**src/hw/rtl/sobel_pkg.sv**
```systemverilog
// ----------------------------------------------------------------------------
// sobel_pkg
// Shared widths, register indexes and the window tap type for the 3x3
// Sobel gradient block.
// ----------------------------------------------------------------------------
`default_nettype none

package sobel_pkg;

  localparam int MAX_WIDTH = 1024;
  localparam int COL_W     = $clog2(MAX_WIDTH);
  localparam int ROW_W     = 16;
  localparam int PIX_W     = 8;
  localparam int GRAD_W    = 11;
  localparam int FW_W      = 11;
  localparam int CFG_IDX_W = 8;
  localparam int CFG_DAT_W = 16;
  localparam int OUT_DAT_W = 24;

  localparam logic [CFG_IDX_W-1:0] REG_FRAME_WIDTH  = CFG_IDX_W'(0);
  localparam logic [CFG_IDX_W-1:0] REG_FRAME_HEIGHT = CFG_IDX_W'(1);

  // 3x3 neighborhood taps; the right column is top/mid/bot
  typedef struct packed {
    logic [PIX_W-1:0] lt;
    logic [PIX_W-1:0] lm;
    logic [PIX_W-1:0] lb;
    logic [PIX_W-1:0] ct;
    logic [PIX_W-1:0] cb;
    logic [PIX_W-1:0] top;
    logic [PIX_W-1:0] mid;
    logic [PIX_W-1:0] bot;
  } taps_t;

endpackage

`default_nettype wire

```
**src/hw/rtl/sobel_kernel.sv**
```systemverilog
// ----------------------------------------------------------------------------
// sobel_kernel
// Sobel x and y gradients from one 3x3 window, weights 1,2,1.
// ----------------------------------------------------------------------------
`default_nettype none

module sobel_kernel
  import sobel_pkg::*;
(
  input  wire taps_t             taps,
  output logic      [GRAD_W-1:0] grad_x,
  output logic      [GRAD_W-1:0] grad_y
);

  // each weighted sum is at most 1020, so sums fit and differences wrap in 11 bits
  logic [GRAD_W-1:0] right_sum, left_sum, bot_sum, top_sum;

  always_comb begin
    right_sum = GRAD_W'(taps.top) + (GRAD_W'(taps.mid) << 1) + GRAD_W'(taps.bot);
    left_sum  = GRAD_W'(taps.lt)  + (GRAD_W'(taps.lm)  << 1) + GRAD_W'(taps.lb);
    bot_sum   = GRAD_W'(taps.lb)  + (GRAD_W'(taps.cb)  << 1) + GRAD_W'(taps.bot);
    top_sum   = GRAD_W'(taps.lt)  + (GRAD_W'(taps.ct)  << 1) + GRAD_W'(taps.top);
    grad_x    = right_sum - left_sum;
    grad_y    = bot_sum - top_sum;
  end

endmodule

`default_nettype wire

```
**config.mk**
```make
export PLATFORM = sky130hd
export DESIGN_NAME = sobel_kernel
export DESIGN_NICKNAME = d
export VERILOG_FILES = /design/src/hw/rtl/sobel_pkg.sv /design/src/hw/rtl/sobel_kernel.sv
export SDC_FILE = /design/constraint.sdc
export NUM_CORES = 1
export LEC_CHECK = 0
export ABC_AREA = 1
export BUFFER_PORTS_ARGS = -buffer_cell sky130_fd_sc_hd__buf_4
export CORE_ASPECT_RATIO = 0.5
export CORE_MARGIN = 3
export CORE_UTILIZATION = 49
export DETAILED_ROUTE_END_ITERATION = 16
export GPL_ROUTABILITY_DRIVEN = 0
export PLACE_DENSITY = 0.87
export SYNTH_ARGS = -nofsm -noshare
export SYNTH_HDL_FRONTEND = slang
export SYNTH_SLANG_ARGS = --single-unit
```
**constraint.sdc**
```tcl
create_clock -name vclk -period 7
set_input_delay 1.75 -clock vclk [all_inputs]
set_output_delay 1.75 -clock vclk [all_outputs]
set_load 0.1 [all_outputs]
```
==> results of run 1 <==
-- timing repair --
| item | 4_1_cts | 5_1_grt |
|---|---|---|
| pin swaps | 39 | 35 |
| buffers inserted | 5 | 5 |
| gates cloned | 0 | 0 |
| gates resized for setup | 64 | 36 |
| endpoints found under the hold margin | 0 | 0 |
| endpoints found under the setup margin | 7 | 7 |
-- area by class of cell --
class                           instances  area (sq um)  area share (%)
Multi-Input combinational cell        229          2720            64.2
Timing Repair Buffer                  117          1000            23.7
Inverter                              112           420            9.94
Tap cell                               70          87.6            2.07
-- worst max path at each step --
stage | start | end | slack, ns
6_report | taps[57] | grad_y[10] | -0.55
5_1_grt | taps[57] | grad_y[10] | -0.56
4_1_cts | taps[57] | grad_y[10] | -0.24
3_5_place_dp | taps[57] | grad_y[10] | -0.53
3_3_place_gp | taps[57] | grad_y[10] | -0.40
2_1_floorplan | taps[32] | grad_y[6] | -0.20
-- cells by family after synthesis --
logic type | synth area share (%)
and+or+nand+nor | 16.4
xor gates and xnor gates | 4.33
adders and majority gates | 58.5
AOI/OAI and AO/OA | 4.76
buffers and inverters | 16.0
-- metrics by stage --
| step | hold slack [ns] | std cells | utilization (%) | TNS (ns) | area [sq um] |
|---|---|---|---|---|---|
| 4_1_cts | 4.02 | 523 | 80.4 | -0.767 | 4060 |
| 3_3_place_gp | 4.02 | 518 | 74.1 | -1.80 | 3740 |
| 5_1_grt | 4.03 | 528 | 83.8 | -3.03 | 4230 |
| 6_report | 4.01 | 528 | 83.8 | -2.59 | 4230 |
| 2_1_floorplan | 4.05 | 341 | - | -0.236 | 2850 |
| 3_5_place_dp | 4.01 | 518 | 74.1 | -2.54 | 3740 |
-- cells in the final DEF (no fill, tap or decap), drive strengths merged --
| cell | count |
|---|---|
| a21oi | 14 |
| buf | 117 |
| fa | 55 |
| ha | 35 |
| inv | 112 |
| nand2 | 74 |
| nand3 | 16 |
| nand3b | 1 |
| nand4 | 2 |
| nor2 | 10 |
| nor3 | 2 |
| o211ai | 1 |
| o21a | 3 |
| o21ai | 2 |
| o21bai | 1 |
| xnor2 | 4 |
| xor2 | 9 |
-- layer usage --
metal  vias up  GRT usage [%]  wire, um  share of wire (%)
li1       1218              -         -                  -
met1      1339           29.6      3620                 36
met2       216           50.8      4830                 48
met3        68           3.89       955                9.5
met4         0           8.53       673                6.7
met5         -              0         0                  0
==> impl_metrics.tcl, run 1 <==
set metrics [dict create \
    synth_fp_nets 495 \
    status "finished, violations left" \
    cp_slowest_cell "fa_1" \
    start_util_pct 52.1 \
    syn_avg_cell_area_sq_um 7.71 \
    fmax_mhz 132 \
    min_from "taps[1]" \
    yosysWarnings 0 \
    syn_area_sq_um 2630 \
    first_pass_iters 6 \
    area_growth_pct 60.8 \
    drt-initial-drc-count 186 \
    yosysTopAreaCell "fa_1" \
    nNetsFinal 614 \
    post-place-ws_ns -0.526 \
    synthTopCellsByCount "112 x inv_1, 74 x nand2_1, 55 x fa_1, 35 x ha_1, 15 x nand3_1" \
    maxCapViolations 0 \
    seq_area_frac_synth_pct 0 \
    rows 18 \
    hold_buffers 0 \
    cp.depth 19 \
    path_class "in2out" \
    ant_nets 0 \
    hpwlAfterDp_um 6050 \
    synth_top_area_share_pct 41.9 \
    period_needed_ns 7.55 \
    route.detailed.drc 0 \
    nFlopsAndLatches 0 \
    seqCellArea_sq_um 0 \
    startpoint_type "primary input" \
    synth_cells 341 \
    crit_buf_inv 5 \
    critPathMaxFanout 3 \
    dr_total_vias 2841 \
    track_usage_pct 26.2 \
    finalCritPeriodShare_pct 108 \
    violations "negative setup slack" \
    synthTopCellsByArea "fa_1 42%, ha_1 17%, inv_1 16%" \
    num_io_pins 86 \
    grt_overflow 0 \
    grt_max_degree 6 \
    grt_antenna_before_repair 0 \
    drv_slew 0 \
    setup_ws_ns -0.551 \
    max_stage_delay_ns 0.55 \
    final_hold_viol_count 0 \
    fp.dieW_um 110 \
    yosysMostFrequentCell "inv_1" \
    port_buffers 86 \
    wl_per_cell_um 19.1 \
    hold_end "grad_y[0]" \
    worstMarginPinSlew_ns 0.357 \
    final.fill_count 264 \
    critPathCaptureType "output pin" \
    synth_cell_types 17 \
    core_sq_um 5040 \
    maxSlewHeadroom_pct 76.0 \
    cp.required_ns 5.25 \
    cp_cell_sequence "buf_8, ha_4, fa_2, nand3_2, nand2_4, xor2_2, fa_1, fa_1, inv_1, fa_1, inv_2, ha_4, nand2_4, buf_4, nor2_1, nand3_2, nand4_1, nand2_8, buf_12" \
    crit_family "adder cells" \
    setup_viol 7 \
    rsz0062_at_grt "true" \
    hold_class "in2out" \
    grt_pass1_wl_um 12900 \
    min_delay_path_depth 3 \
    drive_gt1_share_pct 43.0 \
    wl_um 10100 \
    clock_buffer_count 0 \
    first_global_vias 2800 \
    viasPerCell 5.38 \
    worst_ep_arrival_time_ns 5.80 \
    die-height_um 57.8 \
    crit_path_frequent_cell "fa_1" \
    die_area_sq_um 6330 \
    num_antenna_cells 0 \
]
Power of run 1 is left out: the tool's default activity adds up to more than one toggle a clock period on the data nets, which glitch-free logic cannot reach.
==> run 2, diff against run 1 <==
CELL_PAD_IN_SITES_DETAIL_PLACEMENT = 0   (was default)
CELL_PAD_IN_SITES_GLOBAL_PLACEMENT = 2   (was default)
CORE_UTILIZATION = 27   (was 49)
==> run 2 against run 1 <==
Effect of this change: the flow still finishes with violations (negative setup slack); largest cell class unchanged; routed wire length is 33% lower; fmax up 5.9%; critical endpoint unchanged; non-clock buffer count is 4 lower; critical path type unchanged.
==> impl_metrics.tcl, run 2 (synthesized netlist as in run 1, its figures left out) <==
set metrics [dict create \
    met3_length_um 171 \
    worstMarginPinSlew_ns 0.344 \
    maxCapViolations 0 \
    nFlopsAndLatches 0 \
    maxSlewHeadroom_pct 76.9 \
    die-height_um 75.8 \
    cp_cell_sequence "buf_8, ha_4, fa_2, nand3_2, nand2_2, nand2_1, nand2_1, xor2_1, fa_1, fa_1, inv_2, fa_1, inv_2, ha_4, nand2_2, nand2_2, a21oi_2, nand4_1, nand2_8, buf_12" \
    status "finished, violations left" \
    num_antenna_cells 0 \
    multiInputGateArea_sq_um 2570 \
    setup_ws_ns -0.129 \
    final_common_cell "inv_1" \
    first_global_vias 2564 \
    final.fill_count 960 \
    final_hold_viol_count 0 \
    wl_um 6730 \
    hold_ws_ns 4.03 \
    critPathMaxFanout 3 \
    area_growth_pct 57.0 \
    hpwlAfterDp_um 6360 \
    drv_slew 0 \
    max_stage_delay_ns 0.53 \
    grt_max_degree 6 \
    period_needed_ns 7.13 \
    fp.dieW_um 146 \
    cp.required_ns 5.25 \
    wl_met2_um 3230 \
    startpoint_type "primary input" \
    finalCritPeriodShare_pct 102 \
    crit_buf_inv 4 \
    setup_viol 6 \
    instances_no_fill 584 \
    drive_gt1_share_pct 36.8 \
    rsz0062_at_grt "true" \
    hold_class "in2out" \
    drt-initial-drc-count 47 \
    num_io_pins 86 \
    dr_total_vias 2361 \
    seqCellArea_sq_um 0 \
    grt_antenna_before_repair 0 \
    clock_buffer_count 0 \
    route.detailed.drc 0 \
    crit_family "adder cells" \
    wl_per_cell_um 11.5 \
    cp_slowest_cell "fa_1" \
    die_area_sq_um 11000 \
    ant_nets 0 \
    post-place-ws_ns -0.449 \
    worst_ep_arrival_time_ns 5.38 \
    rows 24 \
    critPathCaptureType "output pin" \
    track_usage_pct 12.7 \
    path_class "in2out" \
    tns_ns -0.337 \
    top_layer "met3" \
    mostFrequentLayoutCells "107 x inv_1, 98 x buf_4, 57 x nand2_1" \
    nNetsFinal 610 \
    port_buffers 86 \
    start_util_pct 29.0 \
    core_sq_um 9070 \
    first_pass_iters 4 \
    viasPerCell 4.04 \
    grt_overflow 0 \
    place_inst 580 \
    fmax_mhz 140 \
    wl_met1_um 3330 \
    grt_pass1_wl_um 11600 \
    violations "negative setup slack" \
]
## run 2: changes by cell type in the layout (fill, tap and decap cells not counted), sizes merged
cell,change
buf,-4
## run 2: routing by layer
layer	vias up	GRT usage, %
met5	-	0
met4	0	0
met3	0	0.891
met2	29	23.5
met1	1112	17.9
li1	1220	-
## run 2: final timing paths
| path | startpoint | end | cells past startpoint |
|---|---|---|---|
| worst max-delay path | taps[57] | grad_y[10] | 20 |
| worst min-delay path | taps[1] | grad_y[0] | 3 |
## run 2: per-stage QoR
| stage | util, % | cell area [sq um] |
|---|---|---|
| after global routing | 45.5 | 4130 |
| after floorplan | - | 2850 |
| after global placement | 42.2 | 3830 |
| final | 45.5 | 4130 |
| after detailed placement | 42.2 | 3830 |
| after CTS | 45.0 | 4080 |
## run 2: tightest hold or removal path: cells and delay by family
kind	cells	cell delay, ns
buffers and inverters	2	0.39
adder cells (fa/ha/maj)	1	0.13
## run 2: area by class of cell
class / instances / area share (%)
repair buffers: 113 / 23.5
well taps: 130 / 3.94
multi-input cells: 229 / 62.4
inverters: 112 / 10.2
## run 2: repair_timing
action	in CTS	in global routing
pin swaps	40	1
buffers inserted	4	0
endpoints found under the setup margin	7	7
resized for setup	53	9
hold buffers	0	0
Power of run 2 is left out for the same reason.
